$ cat src/hw/rtl/co2rd_pkg.sv
`default_nettype none
// ----------------------------------------------------------------------------
// co2rd_pkg: shared types and constants of the CO2 report decoder
// Holds the descramble tables, record type codes, queue sizing and the
// record/status structs passed between the front, queue and back.
// ----------------------------------------------------------------------------
package co2rd_pkg;

  localparam int unsigned QDepth = 4;
  localparam int unsigned QPtrW  = $clog2(QDepth);
  localparam int unsigned QCntW  = $clog2(QDepth + 1);

  localparam logic [7:0] TypeCo2  = 8'h50;
  localparam logic [7:0] TypeTemp = 8'h42;

  localparam int unsigned SeenCo2Bit  = 0;
  localparam int unsigned SeenTempBit = 1;

  localparam logic signed [19:0] KelvinOffsetCenti = 20'sd27315;
  localparam logic [20:0]        CentiPerRawX4     = 21'd25;

  localparam int unsigned BytePerm [8] = '{2, 4, 0, 7, 1, 6, 5, 3};
  localparam logic [7:0]  ByteKey  [8] = '{8'h84, 8'h47, 8'h56, 8'hD6,
                                           8'h07, 8'h93, 8'h93, 8'h56};

  typedef enum logic {
    KIND_CO2  = 1'b0,
    KIND_TEMP = 1'b1
  } kind_t;

  typedef struct packed {
    kind_t       kind;
    logic [15:0] value;
  } item_t;

  typedef struct packed {
    logic             fire;
    logic [1:0]       seen;
  } back_status_t;

  typedef struct packed {
    logic             push;
    logic             pop;
    logic [QCntW-1:0] count;
  } queue_status_t;

  // Byte permutation, byte reversal, rotate right by 3, per-byte key subtract.
  function automatic logic [63:0] descramble(input logic [63:0] w);
    logic [63:0] a;
    logic [63:0] b;
    logic [63:0] r;
    logic [63:0] c;
    a = '0;
    b = '0;
    c = '0;
    for (int k = 0; k < 8; k++) begin
      a[8*BytePerm[k] +: 8] = w[8*k +: 8];
    end
    for (int k = 0; k < 8; k++) begin
      b[8*(7-k) +: 8] = a[8*k +: 8];
    end
    r = {b[2:0], b[63:3]};
    for (int k = 0; k < 8; k++) begin
      c[8*k +: 8] = r[8*k +: 8] - ByteKey[7-k];
    end
    return c;
  endfunction

endpackage
`default_nettype wire

$ cat src/hw/rtl/co2_sensor_report_decoder_core.sv
`default_nettype none
// ----------------------------------------------------------------------------
// co2_sensor_report_decoder_core: CO2 monitor report decoder
// Usage:
//   Input channel (in_valid / in_stall / in_report_word) takes one raw 8-byte
//   report per beat, byte 0 in bits 7:0. A beat is taken at a clock edge with
//   valid high and stall low.
//   Output channel (out_valid / out_stall / out_*) delivers one beat each time
//   both a CO2 and a temperature reading have been seen since the last beat:
//   CO2 in ppm, raw temperature in 1/16 K, and temperature in 0.01 degC.
//   Throughput: one report per cycle while the queue has room (in_stall low);
//   the descramble in the front is combinational.
//   Path: the report that completes the pair is written into the queue;
//   the back then pops it and loads the output register, unless out_stall
//   holds an earlier result.
//   Stall: while out_stall holds a result, the back keeps it and stops
//   popping; the front still takes reports until the 4-entry queue fills,
//   then in_stall rises. Reports of unknown type never enter the queue.
//   Reset (rst_n low, synchronous): readings and seen flags clear to zero,
//   the queue empties and out_valid drops. No clearing pass is needed.
// ----------------------------------------------------------------------------
module co2_sensor_report_decoder_core
  import co2rd_pkg::*;
(
  input  wire logic          clk,
  input  wire logic          rst_n,
  input  wire logic          in_valid,
  output logic               in_stall,
  input  wire logic [63:0]   in_report_word,
  output logic               out_valid,
  input  wire logic          out_stall,
  output logic [15:0]        out_co2_ppm,
  output logic [15:0]        out_temperature_raw,
  output logic signed [19:0] out_temperature_centi_c
);

  logic          in_accept;
  logic          f_push;
  item_t         f_item;
  logic          q_full;
  logic          q_not_empty;
  item_t         q_head;
  logic          q_pop;
  queue_status_t q_status;
  back_status_t  b_status;

  // Stall the sender only when the queue has no room left.
  assign in_stall  = q_full;
  assign in_accept = in_valid && !in_stall;

  // Front: descramble and drop unknown record types.
  co2rd_front u_front (
    .accept      (in_accept),
    .report_word (in_report_word),
    .push        (f_push),
    .item        (f_item)
  );

  // Queue: decouple the front from output backpressure.
  co2rd_queue u_queue (
    .clk       (clk),
    .rst_n     (rst_n),
    .push      (f_push),
    .push_item (f_item),
    .pop       (q_pop),
    .full      (q_full),
    .not_empty (q_not_empty),
    .head      (q_head),
    .status    (q_status)
  );

  // Back: hold latest readings, emit a beat when the pair is complete.
  co2rd_back u_back (
    .clk                     (clk),
    .rst_n                   (rst_n),
    .q_not_empty             (q_not_empty),
    .q_head                  (q_head),
    .q_pop                   (q_pop),
    .out_valid               (out_valid),
    .out_stall               (out_stall),
    .out_co2_ppm             (out_co2_ppm),
    .out_temperature_raw     (out_temperature_raw),
    .out_temperature_centi_c (out_temperature_centi_c),
    .status                  (b_status)
  );

  // A completed pair leaves both seen flags clear.
  a_fire_clears_seen : assert property (
    @(posedge clk) disable iff (!rst_n)
    b_status.fire |=> (b_status.seen == 2'b00)
  ) else $error("seen flags not cleared after result");

  // The back never pops an empty queue.
  a_no_pop_empty : assert property (
    @(posedge clk) disable iff (!rst_n)
    q_status.pop |-> (q_status.count != '0)
  ) else $error("pop from empty queue");

  // The queue never pushes past its depth.
  a_no_push_full : assert property (
    @(posedge clk) disable iff (!rst_n)
    (q_status.push && !q_status.pop) |-> (q_status.count != QCntW'(QDepth))
  ) else $error("push into full queue");

  // A result beat is only raised by a completed pair.
  a_valid_source : assert property (
    @(posedge clk) disable iff (!rst_n)
    (!out_valid || !out_stall) && !b_status.fire |=> !out_valid
  ) else $error("output valid without a completed pair");

endmodule
`default_nettype wire

$ cat src/hw/rtl/co2rd_front.sv
`default_nettype none
// ----------------------------------------------------------------------------
// co2rd_front: report descramble and classify
// Descrambles each accepted report and pushes CO2 and temperature records
// into the queue; reports of any other type are dropped here.
// ----------------------------------------------------------------------------
module co2rd_front
  import co2rd_pkg::*;
(
  input  wire logic        accept,
  input  wire logic [63:0] report_word,
  output logic             push,
  output item_t            item
);

  logic [63:0] plain;
  logic [7:0]  rec_type;

  always_comb begin
    plain      = descramble(report_word);
    rec_type   = plain[63:56];
    item.value = plain[55:40];
    item.kind  = KIND_CO2;
    push       = 1'b0;
    case (rec_type)
      TypeCo2: begin
        item.kind = KIND_CO2;
        push      = accept;
      end
      TypeTemp: begin
        item.kind = KIND_TEMP;
        push      = accept;
      end
      default: begin
        push = 1'b0;
      end
    endcase
  end

endmodule
`default_nettype wire

$ cat src/hw/rtl/co2rd_queue.sv
`default_nettype none
// ----------------------------------------------------------------------------
// co2rd_queue: short record queue between front and back
// Small circular buffer; simultaneous push and pop are allowed.
// ----------------------------------------------------------------------------
module co2rd_queue
  import co2rd_pkg::*;
(
  input  wire logic   clk,
  input  wire logic   rst_n,
  input  wire logic   push,
  input  wire item_t  push_item,
  input  wire logic   pop,
  output logic        full,
  output logic        not_empty,
  output item_t       head,
  output queue_status_t status
);

  item_t            slot_r [QDepth];
  logic [QPtrW-1:0] wr_ptr_r, wr_ptr_nxt;
  logic [QPtrW-1:0] rd_ptr_r, rd_ptr_nxt;
  logic [QCntW-1:0] count_r, count_nxt;

  assign full      = (count_r == QCntW'(QDepth));
  assign not_empty = (count_r != '0);
  assign head      = slot_r[rd_ptr_r];

  assign status.push  = push;
  assign status.pop   = pop;
  assign status.count = count_r;

  always_comb begin
    wr_ptr_nxt = push ? wr_ptr_r + 1'b1 : wr_ptr_r;
    rd_ptr_nxt = pop  ? rd_ptr_r + 1'b1 : rd_ptr_r;
    count_nxt  = count_r + QCntW'(push) - QCntW'(pop);
  end

  always_ff @(posedge clk) begin
    if (!rst_n) begin
      wr_ptr_r <= '0;
      rd_ptr_r <= '0;
      count_r  <= '0;
    end else begin
      wr_ptr_r <= wr_ptr_nxt;
      rd_ptr_r <= rd_ptr_nxt;
      count_r  <= count_nxt;
    end
  end

  always_ff @(posedge clk) begin
    if (push) begin
      slot_r[wr_ptr_r] <= push_item;
    end
  end

endmodule
`default_nettype wire

$ cat src/hw/rtl/co2rd_back.sv
`default_nettype none
// ----------------------------------------------------------------------------
// co2rd_back: reading store and result builder
// Pops records, keeps the latest readings and seen flags, and loads the
// output register once both readings have been seen.
// ----------------------------------------------------------------------------
module co2rd_back
  import co2rd_pkg::*;
(
  input  wire logic          clk,
  input  wire logic          rst_n,
  input  wire logic          q_not_empty,
  input  wire item_t         q_head,
  output logic               q_pop,
  output logic               out_valid,
  input  wire logic          out_stall,
  output logic [15:0]        out_co2_ppm,
  output logic [15:0]        out_temperature_raw,
  output logic signed [19:0] out_temperature_centi_c,
  output back_status_t       status
);

  logic [15:0]        co2_r, co2_nxt;
  logic [15:0]        temp_r, temp_nxt;
  logic [1:0]         seen_r, seen_nxt, seen_mark;
  logic               out_valid_r, out_valid_nxt;
  logic               fire;
  logic [20:0]        prod;
  logic signed [19:0] centi;

  assign out_valid     = out_valid_r;
  assign status.fire   = fire;
  assign status.seen   = seen_r;

  always_comb begin
    q_pop         = q_not_empty && (!out_valid_r || !out_stall);
    co2_nxt       = co2_r;
    temp_nxt      = temp_r;
    seen_mark     = seen_r;
    seen_nxt      = seen_r;
    fire          = 1'b0;
    out_valid_nxt = out_valid_r && out_stall;
    if (q_pop) begin
      case (q_head.kind)
        KIND_CO2: begin
          co2_nxt               = q_head.value;
          seen_mark[SeenCo2Bit] = 1'b1;
        end
        KIND_TEMP: begin
          temp_nxt               = q_head.value;
          seen_mark[SeenTempBit] = 1'b1;
        end
        default: begin
          seen_mark = seen_r;
        end
      endcase
      seen_nxt = seen_mark;
      if (&seen_mark) begin
        fire          = 1'b1;
        seen_nxt      = '0;
        out_valid_nxt = 1'b1;
      end
    end
    // raw * 25 / 4, truncated, then shift from kelvin to Celsius
    prod  = {5'b0, temp_nxt} * CentiPerRawX4;
    centi = $signed({1'b0, prod[20:2]}) - KelvinOffsetCenti;
  end

  always_ff @(posedge clk) begin
    if (!rst_n) begin
      co2_r       <= '0;
      temp_r      <= '0;
      seen_r      <= '0;
      out_valid_r <= 1'b0;
    end else begin
      co2_r       <= co2_nxt;
      temp_r      <= temp_nxt;
      seen_r      <= seen_nxt;
      out_valid_r <= out_valid_nxt;
    end
  end

  always_ff @(posedge clk) begin
    if (fire) begin
      out_co2_ppm             <= co2_nxt;
      out_temperature_raw     <= temp_nxt;
      out_temperature_centi_c <= centi;
    end
  end

endmodule
`default_nettype wire

$ cat config.mk
export PLATFORM = sky130hd
export DESIGN_NAME = co2_sensor_report_decoder_core
export DESIGN_NICKNAME = d
export VERILOG_FILES = /design/src/hw/rtl/co2rd_pkg.sv /design/src/hw/rtl/co2_sensor_report_decoder_core.sv /design/src/hw/rtl/co2rd_front.sv /design/src/hw/rtl/co2rd_queue.sv /design/src/hw/rtl/co2rd_back.sv
export SDC_FILE = /design/constraint.sdc
export NUM_CORES = 1
export LEC_CHECK = 0
export BUFFER_PORTS_ARGS = -buffer_cell sky130_fd_sc_hd__buf_2
export CORE_MARGIN = 3
export CORE_UTILIZATION = 31
export DETAILED_ROUTE_END_ITERATION = 7
export PLACE_DENSITY = 0.51
export SLEW_MARGIN = 25
export SYNTH_ARGS = -nofsm -noshare
export SYNTH_HDL_FRONTEND = slang
export SYNTH_SLANG_ARGS = --single-unit
$ cat constraint.sdc
create_clock -name clk -period 17.02 [get_ports clk]
set_clock_uncertainty 0.15 [all_clocks]
set_input_delay 1.702 -clock clk [delete_from_list [all_inputs] [get_ports clk]]
set_output_delay 1.702 -clock clk [all_outputs]
set_load 0.05 [all_outputs]
==> impl_summary.log, run 1 <==
INFO  metric postRouteAntennaNets = 0
INFO  metric cp.arrival = 6.87 ns
INFO  metric type_of_the_worst_min_delay_path = reg2reg
INFO  metric postSynthCellCount = 597
INFO  metric grt_antenna_before_repair = 0
INFO  metric pin_count_of_the_biggest_net_entering_global_routing = 44
INFO  metric cts-buffers-inserted = 17
INFO  metric fin_crit = 6.86 ns
INFO  metric yosysSeqAreaShare = 55.6%
INFO  metric antennaDiodeCount = 0
INFO  metric via_per_inst = 4.51
INFO  metric asyncSetResetFlopFracSynth = 0%
INFO  metric drive_above_1_share = 23.6%
INFO  metric criticalPathCategory = in2reg
INFO  metric dpl.hpwl = 11000 um
INFO  metric end_kind = register
INFO  metric reg2reg_to = u_back.out_temperature_centi_c[16]
INFO  metric timing.critical_path.required = 17.03 ns
INFO  metric synth_top_cells_by_area = sky130_fd_sc_hd__edfxtp_1 (45%), sky130_fd_sc_hd__dfxtp_1 (11%), sky130_fd_sc_hd__ha_1 (9.5%)
INFO  metric drc_errors = 0
INFO  metric yosys_warnings = 0
INFO  metric setup.reg_to_reg.worst_slack = 10.65 ns
INFO  metric syn_area_per_cell = 13.5 sq um
INFO  metric cpPeakStageDelay = 0.57 ns
INFO  metric min_delay_path_depth = 2
INFO  metric htree_levels = 4
INFO  metric route.final.wire_length = 14800 um
INFO  metric synth_enable_flop_cells = 120
INFO  metric clock_insertion_delay_worst_skew = 0.42 ns
INFO  metric detail_route.first_pass.iterations = 4
INFO  metric io_pins = 122
INFO  metric hold_start = u_back.seen_r[0]
INFO  metric rr_worst_depth = 18
INFO  metric tightestPinTransition = 0.955 ns
INFO  metric number_of_nets_at_the_end_of_the_flow = 828
INFO  metric timing.slew.headroom = 35.9%
INFO  metric routabilityCongestion = 0.778
INFO  metric first_global_vias = 4808
INFO  metric cts-root-buf = sky130_fd_sc_hd__clkbuf_16
INFO  metric fmax = 146 MHz
INFO  metric slew_viol_final = 0
INFO  metric timing.final.hold_violations = 0
INFO  metric layout-area-overhead-vs-synth = 16.7%
INFO  metric ctsHoldBuffers = 0
INFO  metric max_cap_viol = 0
INFO  metric start_kind = input pin
INFO  metric synth_top_area_cell = sky130_fd_sc_hd__edfxtp_1
INFO  metric netlist.area_leader.share = 44.7%
INFO  metric floorplan.die.width = 167 um
INFO  metric max-clock-path-buffers = 2
INFO  metric path_buf_inv = 5
INFO  metric cp_cell_sequence = buf_2 -> nand2_1 -> nand2_1 -> inv_1 -> nand2_1 -> mux2i_1 -> inv_1 -> ha_1 -> ha_1 -> inv_1 -> fa_1 -> inv_1 -> ha_1 -> nand3_1 -> or4_4 -> nand2_2 -> xnor2_1 -> or2_1 -> a211o_1 -> nor2b_1 -> xnor2_1
INFO  metric synth-main-ff-cell = sky130_fd_sc_hd__edfxtp_1
INFO  metric cp_slowest_cell = sky130_fd_sc_hd__or4_4
INFO  metric cts_clk_pin_slew_worst_paths = 0.06 ns
INFO  metric worst_hold_path.endpoint = u_back.seen_r[0]
INFO  metric run_status = finished clean
INFO  metric post_cts_buffers = 0
INFO  metric cts_tree = done
INFO  metric rsz0062_at_grt = no
INFO  metric fin_crit_sh = 40.3%
INFO  metric ys_ff_latch = 164
INFO  metric area_of_the_placeable_core = 25400 sq um
INFO  metric total_via_count_in_the_routed_design = 4650
INFO  metric synthDistinctLibCells = 57
INFO  metric totalNegativeSetupSlack = 0 ns
INFO  metric port_buffers = 81
INFO  metric top_cell_family_by_delay_on_the_critical_path = simple AND/OR/NAND/NOR gates
INFO  metric chipHeight = 167 um
INFO  metric rows = 58
INFO  metric worst-path-max-fanout = 15
INFO  metric drc_violation_total_after_the_first_tritonroute_iteration = 194
INFO  metric critPathMostFrequentCell = sky130_fd_sc_hd__inv_1
INFO  metric avgRoutedWirePerCell = 14.4 um
INFO  metric die-area = 28000 sq um
INFO  metric grt_use_total = 10.9%
INFO  metric starting_utilization_of_the_core_area = 31.8%
INFO  metric synth_nets = 738
INFO  metric grt_pass1_wl = 24300 um
INFO  metric syn-cell-area = 8070 sq um
INFO  metric grt_remaining_overflow = 0
INFO  metric setup_viol = 0
INFO  metric cts_repair_resize_count = 0
INFO  metric cts_num_sinks = 164
## per-layer routing
| metal | up-vias | global-route usage, % | share of wire, % |
|---|---|---|---|
| met3 | 16 | 2.62 | 3.9 |
| li1 | 2301 | - | - |
| met2 | 94 | 19.0 | 50 |
| met1 | 2239 | 13.1 | 44 |
| met5 | - | 0 | 0 |
| met4 | 0 | 4.30 | 1.8 |
## kinds of logic after synthesis
family                   synth area share, %
XOR/XNOR                                5.10
adder cells (fa/ha/maj)                 12.4
flip-flops                              55.6
AO/OA/AOI/OAI                           5.60
AND/OR/NAND/NOR                         8.40
multiplexers                            9.32
buffers and inverters                   3.58
## cell usage after synthesis (5+ instances only)
library cell                 n
sky130_fd_sc_hd__a21oi_1    21
sky130_fd_sc_hd__and2_1     36
sky130_fd_sc_hd__clkbuf_1    8
sky130_fd_sc_hd__dfxtp_1    44
sky130_fd_sc_hd__edfxtp_1  120
sky130_fd_sc_hd__fa_1       12
sky130_fd_sc_hd__ha_1       61
sky130_fd_sc_hd__inv_1      58
sky130_fd_sc_hd__mux2_2     23
sky130_fd_sc_hd__mux2i_1    11
sky130_fd_sc_hd__mux4_2     17
sky130_fd_sc_hd__nand2_1    15
sky130_fd_sc_hd__nand3_1     8
sky130_fd_sc_hd__nor2_1     24
sky130_fd_sc_hd__nor2b_1    17
sky130_fd_sc_hd__nor3_1      7
sky130_fd_sc_hd__o21a_1      5
sky130_fd_sc_hd__o21ai_0    11
sky130_fd_sc_hd__xnor2_1    32
sky130_fd_sc_hd__xor2_1     15
## worst max path at each step
| stage | slack (ns) | to | from | depth (start not counted) |
|---|---|---|---|---|
| finish | 10.16 | u_back.out_temperature_centi_c[16] | out_stall | 21 |
| global route | 9.72 | u_back.out_temperature_centi_c[17] | out_stall | 22 |
| CTS | 10.06 | u_back.out_temperature_centi_c[16] | out_stall | 21 |
| detailed placement | 9.62 | u_back.out_temperature_centi_c[16] | out_stall | 21 |
| global placement | 9.70 | u_back.out_temperature_centi_c[16] | out_stall | 21 |
| floorplan | 10.50 | u_back.out_temperature_centi_c[16] | out_stall | 22 |
## state kept, by name, summed over array words and instances, names as in the netlist, named ones only
name	count
u_queue.slot_r	68
u_back.out_temperature_centi_c	20
u_back.co2_r	16
u_back.out_co2_ppm	16
u_back.out_temperature_raw	16
u_back.temp_r	16
u_queue.count_r	3
u_back.seen_r	2
u_queue.rd_ptr_r	2
u_queue.wr_ptr_r	2
u_back.out_valid	1
## through the flow
stage / instances / cell area, sq um / utilization (%) / hold WS [ns] / setup WS, ns
floorplan: 597 / 8070 / - / 0.353 / 10.50
CTS: 1029 / 9390 / 37.0 / 0.393 / 10.06
finish: 1030 / 9420 / 37.1 / 0.399 / 10.16
detailed placement: 997 / 8850 / 34.8 / 0.388 / 9.62
global route: 1030 / 9420 / 37.1 / 0.429 / 9.72
global placement: 997 / 8850 / 34.8 / 0.366 / 9.70
## final cells by class
| cell class | instances | area (sq um) |
|---|---|---|
| tap | 330 | 413 |
| clock inverter | 11 | 104 |
| multi-input combinational | 361 | 3300 |
| inverter | 58 | 218 |
| sequential | 164 | 4480 |
| clock buffer | 21 | 440 |
| timing repair buffer | 85 | 455 |
| fill | 2486 | 16000 |
## layout by cell type, fill, tap and decap left out, types with 2 or more instances in the layout
cell	netlist	layout
sky130_fd_sc_hd__o21ai_2	2	2
sky130_fd_sc_hd__clkinvlp_4	0	4
sky130_fd_sc_hd__nand2_1	15	15
sky130_fd_sc_hd__nor3b_1	4	4
sky130_fd_sc_hd__o21bai_1	3	3
sky130_fd_sc_hd__dfxtp_1	44	44
sky130_fd_sc_hd__o21a_1	5	5
sky130_fd_sc_hd__mux4_2	17	17
sky130_fd_sc_hd__a31oi_1	2	2
sky130_fd_sc_hd__nor2_1	24	23
sky130_fd_sc_hd__nor3_1	7	7
sky130_fd_sc_hd__nand2b_1	3	3
sky130_fd_sc_hd__buf_2	2	81
sky130_fd_sc_hd__mux2_2	23	23
sky130_fd_sc_hd__clkbuf_1	8	4
sky130_fd_sc_hd__nor2b_1	17	17
sky130_fd_sc_hd__inv_1	58	58
sky130_fd_sc_hd__a21o_1	4	4
sky130_fd_sc_hd__nand4_1	2	2
sky130_fd_sc_hd__and2_1	36	36
sky130_fd_sc_hd__mux2i_1	11	11
sky130_fd_sc_hd__ha_1	61	61
sky130_fd_sc_hd__buf_4	0	3
sky130_fd_sc_hd__xor2_1	15	15
sky130_fd_sc_hd__o21ai_0	11	11
sky130_fd_sc_hd__nand3_1	8	8
sky130_fd_sc_hd__clkbuf_16	0	17
sky130_fd_sc_hd__edfxtp_1	120	120
sky130_fd_sc_hd__fa_1	12	12
sky130_fd_sc_hd__xnor2_1	32	32
sky130_fd_sc_hd__a21oi_1	21	21
sky130_fd_sc_hd__inv_6	0	3
## tightest hold or removal path, delay by kind of cell, from the launching register on
kind | cells | cell delay (ns)
simple gates | 1 | 0.05
compound gates | 1 | 0.13
flops | 1 | 0.33
Power of run 1 is not shown: default switching activity piles up to over one toggle a cycle in this logic, so the estimate is an artifact.
==> run 2, diff against run 1 <==
==> constraint.sdc (replaced) <==
create_clock -name clk -period 6.8 [get_ports clk]
set_clock_uncertainty 0.15 [all_clocks]
set_input_delay 0.68 -clock clk [delete_from_list [all_inputs] [get_ports clk]]
set_output_delay 0.68 -clock clk [all_outputs]
set_load 0.05 [all_outputs]
==> run 2 against run 1 <==
Effect of this change: sequential share of layout area about the same; count of clock-buffer cells in the layout fell by 2; design area is essentially flat; critical path depth decreased by 2; first-iteration DRC count down 11%; flip-flop and latch count did not move; global-route usage up 0.17 points; register-to-register slack got worse by 9.7 ns; wire length is 0.42% lower; die area unchanged; worst hold slack worse by 0.063 ns.
==> impl_summary.log, run 2 (synthesis results as in run 1) <==
INFO  metric cts_repair_resize_count = 0
INFO  metric fin_util = 37.1%
INFO  metric cts-buffers-inserted = 17
INFO  metric cts_num_sinks = 164
INFO  metric dpl_worst_slack = 0.910 ns
INFO  metric grt_antenna_before_repair = 0
INFO  metric antennaDiodeCount = 0
INFO  metric die-area = 28000 sq um
INFO  metric min_delay_path_depth = 1
INFO  metric clock_insertion_delay_worst_skew = 0.42 ns
INFO  metric type_of_the_worst_min_delay_path = in2reg
INFO  metric fmax = 171 MHz
INFO  metric criticalPathCategory = reg2reg
INFO  metric worst_hold_path.endpoint = u_queue.slot_r[2][0]
INFO  metric avgRoutedWirePerCell = 14.3 um
INFO  metric starting_utilization_of_the_core_area = 31.8%
INFO  metric via_per_inst = 4.50
INFO  metric rsz0062_at_grt = no
INFO  metric total_via_count_in_the_routed_design = 4658
INFO  metric layout_commonest_cell = sky130_fd_sc_hd__edfxtp_1
INFO  metric floorplan.die.width = 167 um
INFO  metric multi_input_area = 3300 sq um
INFO  metric htree_levels = 4
INFO  metric max_cap_viol = 0
INFO  metric grt_use_total = 11.1%
INFO  metric seqCellArea = 4480 sq um
INFO  metric layout-area-overhead-vs-synth = 16.8%
INFO  metric first_global_vias = 4925
INFO  metric reg2reg_to = u_back.out_temperature_centi_c[16]
INFO  metric number_of_nets_at_the_end_of_the_flow = 832
INFO  metric postRouteAntennaNets = 0
INFO  metric timing.final.hold_violations = 0
INFO  metric rows = 58
INFO  metric detail_route.first_pass.iterations = 4
INFO  metric timing.critical_path.required = 6.82 ns
INFO  metric grt_pass1_wl = 24800 um
INFO  metric cts_tree = done
INFO  metric top_regs = u_queue.slot_r x68, u_back.out_temperature_centi_c x20
INFO  metric setup_viol = 0
INFO  metric rr_worst_depth = 19
INFO  metric final.fill_count = 2491
INFO  metric finalWorstSetupSlack = 0.957 ns
INFO  metric setup.reg_to_reg.worst_slack = 0.96 ns
INFO  metric slew_viol_final = 0
INFO  metric routabilityCongestion = 0.783
INFO  metric drc_errors = 0
INFO  metric totalNegativeSetupSlack = 0 ns
INFO  metric regMostFlops = u_queue.slot_r
INFO  metric post_cts_buffers = 0
INFO  metric pin_count_of_the_biggest_net_entering_global_routing = 44
INFO  metric cts-root-buf = sky130_fd_sc_hd__clkbuf_16
INFO  metric fin_crit = 5.84 ns
INFO  metric drc_violation_total_after_the_first_tritonroute_iteration = 173
INFO  metric area_of_the_placeable_core = 25400 sq um
INFO  metric largest_register_ffs = 68
INFO  metric tightestPinTransition = 0.907 ns
INFO  metric max-clock-path-buffers = 2
INFO  metric hold_start = in_report_word[3]
INFO  metric io_pins = 122
INFO  metric dpl.hpwl = 11100 um
INFO  metric drive_above_1_share = 24.0%
INFO  metric ctsHoldBuffers = 0
INFO  metric worst-path-max-fanout = 10
INFO  metric port_buffers = 81
INFO  metric start_kind = register
INFO  metric timing.slew.headroom = 39.5%
INFO  metric cp.arrival = 5.86 ns
INFO  metric route.final.wire_length = 14800 um
INFO  metric fin_crit_sh = 85.9%
INFO  metric chipHeight = 167 um
INFO  metric grt_remaining_overflow = 0
INFO  metric run_status = finished clean
INFO  metric layout_common_cells = sky130_fd_sc_hd__edfxtp_1 (120), sky130_fd_sc_hd__buf_2 (81), sky130_fd_sc_hd__ha_1 (61)
INFO  metric cts_clk_pin_slew_worst_paths = 0.06 ns
INFO  metric end_kind = register
run 2: cell count changes in the layout (fill, tap and decap cells not counted), sizes merged:
cell	before	now
clkbuf	21	19
buf	85	89
clkinv	3	5
run 2: metal layers:
metal | global-route usage, % | up-vias | part of all wire, % | routed length (um)
met2 | 19.2 | 68 | 51 | 7560
met5 | 0 | - | 0 | 0
li1 | - | 2313 | - | -
met4 | 3.20 | 0 | 1.1 | 169
met1 | 13.7 | 2264 | 44 | 6520
met3 | 2.88 | 13 | 3.5 | 523
run 2: layout make-up:
class	count	share of cell area, %
inverters	58	2.31
clock inverters	13	1.14
flip-flops and latches	164	47.6
multi-input cells	361	35.1
well taps	330	4.38
repair buffers	89	4.94
clock buffers	19	4.59
run 2: worst max-delay path by stage:
stage	startpoint	to	slack, ns	cells after the start
final	register	u_back.out_temperature_centi_c[16]	0.96	19
after CTS	register	u_back.out_temperature_centi_c[16]	0.93	19
after floorplan	u_back.out_valid	u_back.out_temperature_centi_c[16]	1.27	22
after global routing	register	u_back.out_temperature_centi_c[18]	0.49	20
after global placement	out_stall	u_back.out_temperature_centi_c[16]	0.98	22
after detailed placement	out_stall	u_back.out_temperature_centi_c[16]	0.91	22
run 2: per-stage QoR:
step | std cells | hold WS (ns) | instance area (sq um)
2_1_floorplan | 597 | 0.353 | 8070
3_3_place_gp | 1002 | 0.365 | 8880
3_5_place_dp | 1002 | 0.391 | 8880
4_1_cts | 1034 | 0.320 | 9430
5_1_grt | 1034 | 0.334 | 9430
6_report | 1034 | 0.336 | 9430
run 2: critical path: stages (launching register included):
cell	delay (ns)
sky130_fd_sc_hd__dfxtp_1	0.36
sky130_fd_sc_hd__mux4_2	0.61
sky130_fd_sc_hd__nand2_1	0.38
sky130_fd_sc_hd__buf_4	0.25
sky130_fd_sc_hd__mux2i_1	0.45
sky130_fd_sc_hd__inv_1	0.15
sky130_fd_sc_hd__ha_1	0.32
sky130_fd_sc_hd__ha_1	0.28
sky130_fd_sc_hd__inv_1	0.05
sky130_fd_sc_hd__fa_1	0.50
sky130_fd_sc_hd__inv_1	0.04
sky130_fd_sc_hd__ha_1	0.39
sky130_fd_sc_hd__a2111oi_0	0.66
sky130_fd_sc_hd__o21ai_0	0.20
sky130_fd_sc_hd__o311a_1	0.15
sky130_fd_sc_hd__nand3_1	0.13
sky130_fd_sc_hd__or2_1	0.16
sky130_fd_sc_hd__a211o_1	0.14
sky130_fd_sc_hd__nor2b_1	0.16
sky130_fd_sc_hd__xnor2_1	0.08
Power of run 2 is left out for the same reason.
==> run 3, diff against run 2 <==
--- a/config.mk
+++ b/config.mk
@@ -8,6 +8,7 @@
 export BUFFER_PORTS_ARGS = -buffer_cell sky130_fd_sc_hd__buf_2
 export CORE_MARGIN = 3
 export CORE_UTILIZATION = 31
+export CTS_BUF_LIST = sky130_fd_sc_hd__clkbuf_8
 export DETAILED_ROUTE_END_ITERATION = 7
 export PLACE_DENSITY = 0.51
 export SLEW_MARGIN = 25
==> run 3 against run 2 <==
Effect of this change: worst setup slack better by 0.013 ns; count of clock-buffer cells in the layout down 2; non-clock buffer count unchanged; design area down 2.0%; critical path depth unchanged; die area unchanged; register-to-register slack about the same; worst hold slack worse by 0.033 ns.
==> impl_summary.log, run 3 (synthesis results as in run 1) <==
INFO  metric run_status = finished clean
INFO  metric drc_errors = 0
INFO  metric totalNegativeSetupSlack = 0 ns
INFO  metric largest_register_ffs = 68
INFO  metric port_buffers = 81
INFO  metric cts-root-buf = sky130_fd_sc_hd__clkbuf_8
INFO  metric number_of_nets_at_the_end_of_the_flow = 832
INFO  metric max-clock-path-buffers = 2
INFO  metric dpl.hpwl = 11100 um
INFO  metric tightestPinTransition = 0.918 ns
INFO  metric route.final.wire_length = 14800 um
INFO  metric post_cts_buffers = 0
INFO  metric avgRoutedWirePerCell = 14.4 um
INFO  metric timing.final.hold_violations = 0
INFO  metric worst-path-max-fanout = 10
INFO  metric htree_levels = 4
INFO  metric drc_violation_total_after_the_first_tritonroute_iteration = 224
INFO  metric layout-area-overhead-vs-synth = 14.4%
INFO  metric fin_crit_sh = 85.7%
INFO  metric grt_pass1_wl = 24800 um
INFO  metric setup_viol = 0
INFO  metric seqCellArea = 4480 sq um
INFO  metric floorplan.die.width = 167 um
INFO  metric worstSetupEndpoint = u_back.out_temperature_centi_c[16]
INFO  metric first_global_vias = 4935
INFO  metric ctsHoldBuffers = 0
INFO  metric cts-buffers-inserted = 17
INFO  metric reg2reg_to = u_back.out_temperature_centi_c[16]
INFO  metric fmax = 172 MHz
INFO  metric type_of_the_worst_min_delay_path = in2reg
INFO  metric setup.reg_to_reg.worst_slack = 0.97 ns
INFO  metric start_kind = register
INFO  metric cts_clk_pin_slew_worst_paths = 0.09 ns
INFO  metric detail_route.first_pass.iterations = 4
INFO  metric instance_count_after_placement_with_tap_cells_included = 1002
INFO  metric cp.arrival = 5.89 ns
INFO  metric die-area = 28000 sq um
INFO  metric slew_viol_final = 0
INFO  metric layout_common_cells = sky130_fd_sc_hd__edfxtp_1 (120), sky130_fd_sc_hd__buf_2 (81), sky130_fd_sc_hd__ha_1 (61)
INFO  metric timing.slew.headroom = 38.8%
INFO  metric drive_above_1_share = 24.0%
INFO  metric clock_insertion_delay_worst_skew = 0.45 ns
INFO  metric postRouteAntennaNets = 0
INFO  metric grt_remaining_overflow = 0
INFO  metric starting_utilization_of_the_core_area = 31.8%
INFO  metric io_pins = 122
INFO  metric max_cap_viol = 0
INFO  metric fin_crit = 5.83 ns
INFO  metric pin_count_of_the_biggest_net_entering_global_routing = 44
INFO  metric total_via_count_in_the_routed_design = 4666
INFO  metric layout_commonest_cell = sky130_fd_sc_hd__edfxtp_1
INFO  metric cts_num_sinks = 164
INFO  metric end_kind = register
INFO  metric regMostFlops = u_queue.slot_r
INFO  metric rsz0062_at_grt = no
INFO  metric rr_worst_depth = 19
INFO  metric grt_antenna_before_repair = 0
INFO  metric rows = 58
INFO  metric via_per_inst = 4.51
INFO  metric final.fill_count = 2519
INFO  metric cts_tree = done
INFO  metric cts_repair_resize_count = 0
INFO  metric layoutNonFillerInstCount = 1034
INFO  metric routabilityCongestion = 0.783
INFO  metric top_regs = u_queue.slot_r x68, u_back.out_temperature_centi_c x20
INFO  metric chipHeight = 167 um
INFO  metric criticalPathCategory = reg2reg
INFO  metric grt_use_total = 11.2%
INFO  metric multi_input_area = 3300 sq um
INFO  metric area_of_the_placeable_core = 25400 sq um
INFO  metric timing.critical_path.required = 6.86 ns
INFO  metric antennaDiodeCount = 0
==> run 3: worst min-delay path by stage <==
stage | start | endpoint | depth (start not counted)
after global placement | u_back.seen_r[0] | u_back.seen_r[0] | 2
after CTS | in_report_word[3] | u_queue.slot_r[3][0] | 1
after global routing | in_report_word[3] | u_queue.slot_r[2][0] | 1
after detailed placement | u_back.co2_r[7] | u_back.out_co2_ppm[7] | 1
final | in_report_word[3] | u_queue.slot_r[2][0] | 1
after floorplan | u_back.seen_r[0] | u_back.seen_r[0] | 2
==> run 3: cell type report <==
cell class,instances,share of cell area [%]
flip-flops and latches,164,48.6
multi-input cells,361,35.8
repair buffers,89,5.04
well taps,330,4.47
clock buffers,17,2.53
inverters,58,2.36
clock inverters,15,1.25
==> run 3: per-stage QoR <==
| step | utilization, % | setup WS, ns | hold slack [ns] | instance area, sq um |
|---|---|---|---|---|
| 3_3_place_gp | 35.0 | 0.978 | 0.365 | 8880 |
| 5_1_grt | 36.4 | 0.492 | 0.281 | 9230 |
| 3_5_place_dp | 35.0 | 0.910 | 0.391 | 8880 |
| 6_report | 36.4 | 0.970 | 0.303 | 9230 |
| 4_1_cts | 36.4 | 0.926 | 0.266 | 9230 |
| 2_1_floorplan | - | 1.27 | 0.353 | 8070 |
==> run 3: critical path, stage by stage, from the launching register on <==
cell,delay [ns]
sky130_fd_sc_hd__dfxtp_1,0.37
sky130_fd_sc_hd__mux4_2,0.61
sky130_fd_sc_hd__nand2_1,0.38
sky130_fd_sc_hd__buf_4,0.25
sky130_fd_sc_hd__mux2i_1,0.45
sky130_fd_sc_hd__inv_1,0.15
sky130_fd_sc_hd__ha_1,0.32
sky130_fd_sc_hd__ha_1,0.28
sky130_fd_sc_hd__inv_1,0.05
sky130_fd_sc_hd__fa_1,0.50
sky130_fd_sc_hd__inv_1,0.04
sky130_fd_sc_hd__ha_1,0.39
sky130_fd_sc_hd__a2111oi_0,0.65
sky130_fd_sc_hd__o21ai_0,0.20
sky130_fd_sc_hd__o311a_1,0.15
sky130_fd_sc_hd__nand3_1,0.14
sky130_fd_sc_hd__or2_1,0.16
sky130_fd_sc_hd__a211o_1,0.13
sky130_fd_sc_hd__nor2b_1,0.16
sky130_fd_sc_hd__xnor2_1,0.08
==> run 3: layer usage <==
metal	wire length, um	track usage (%)	up-vias
li1	-	-	2310
met1	6580	13.5	2265
met2	7580	19.3	75
met3	474	2.95	16
met4	211	3.88	0
met5	0	0	-
Power of run 3 is left out for the same reason.
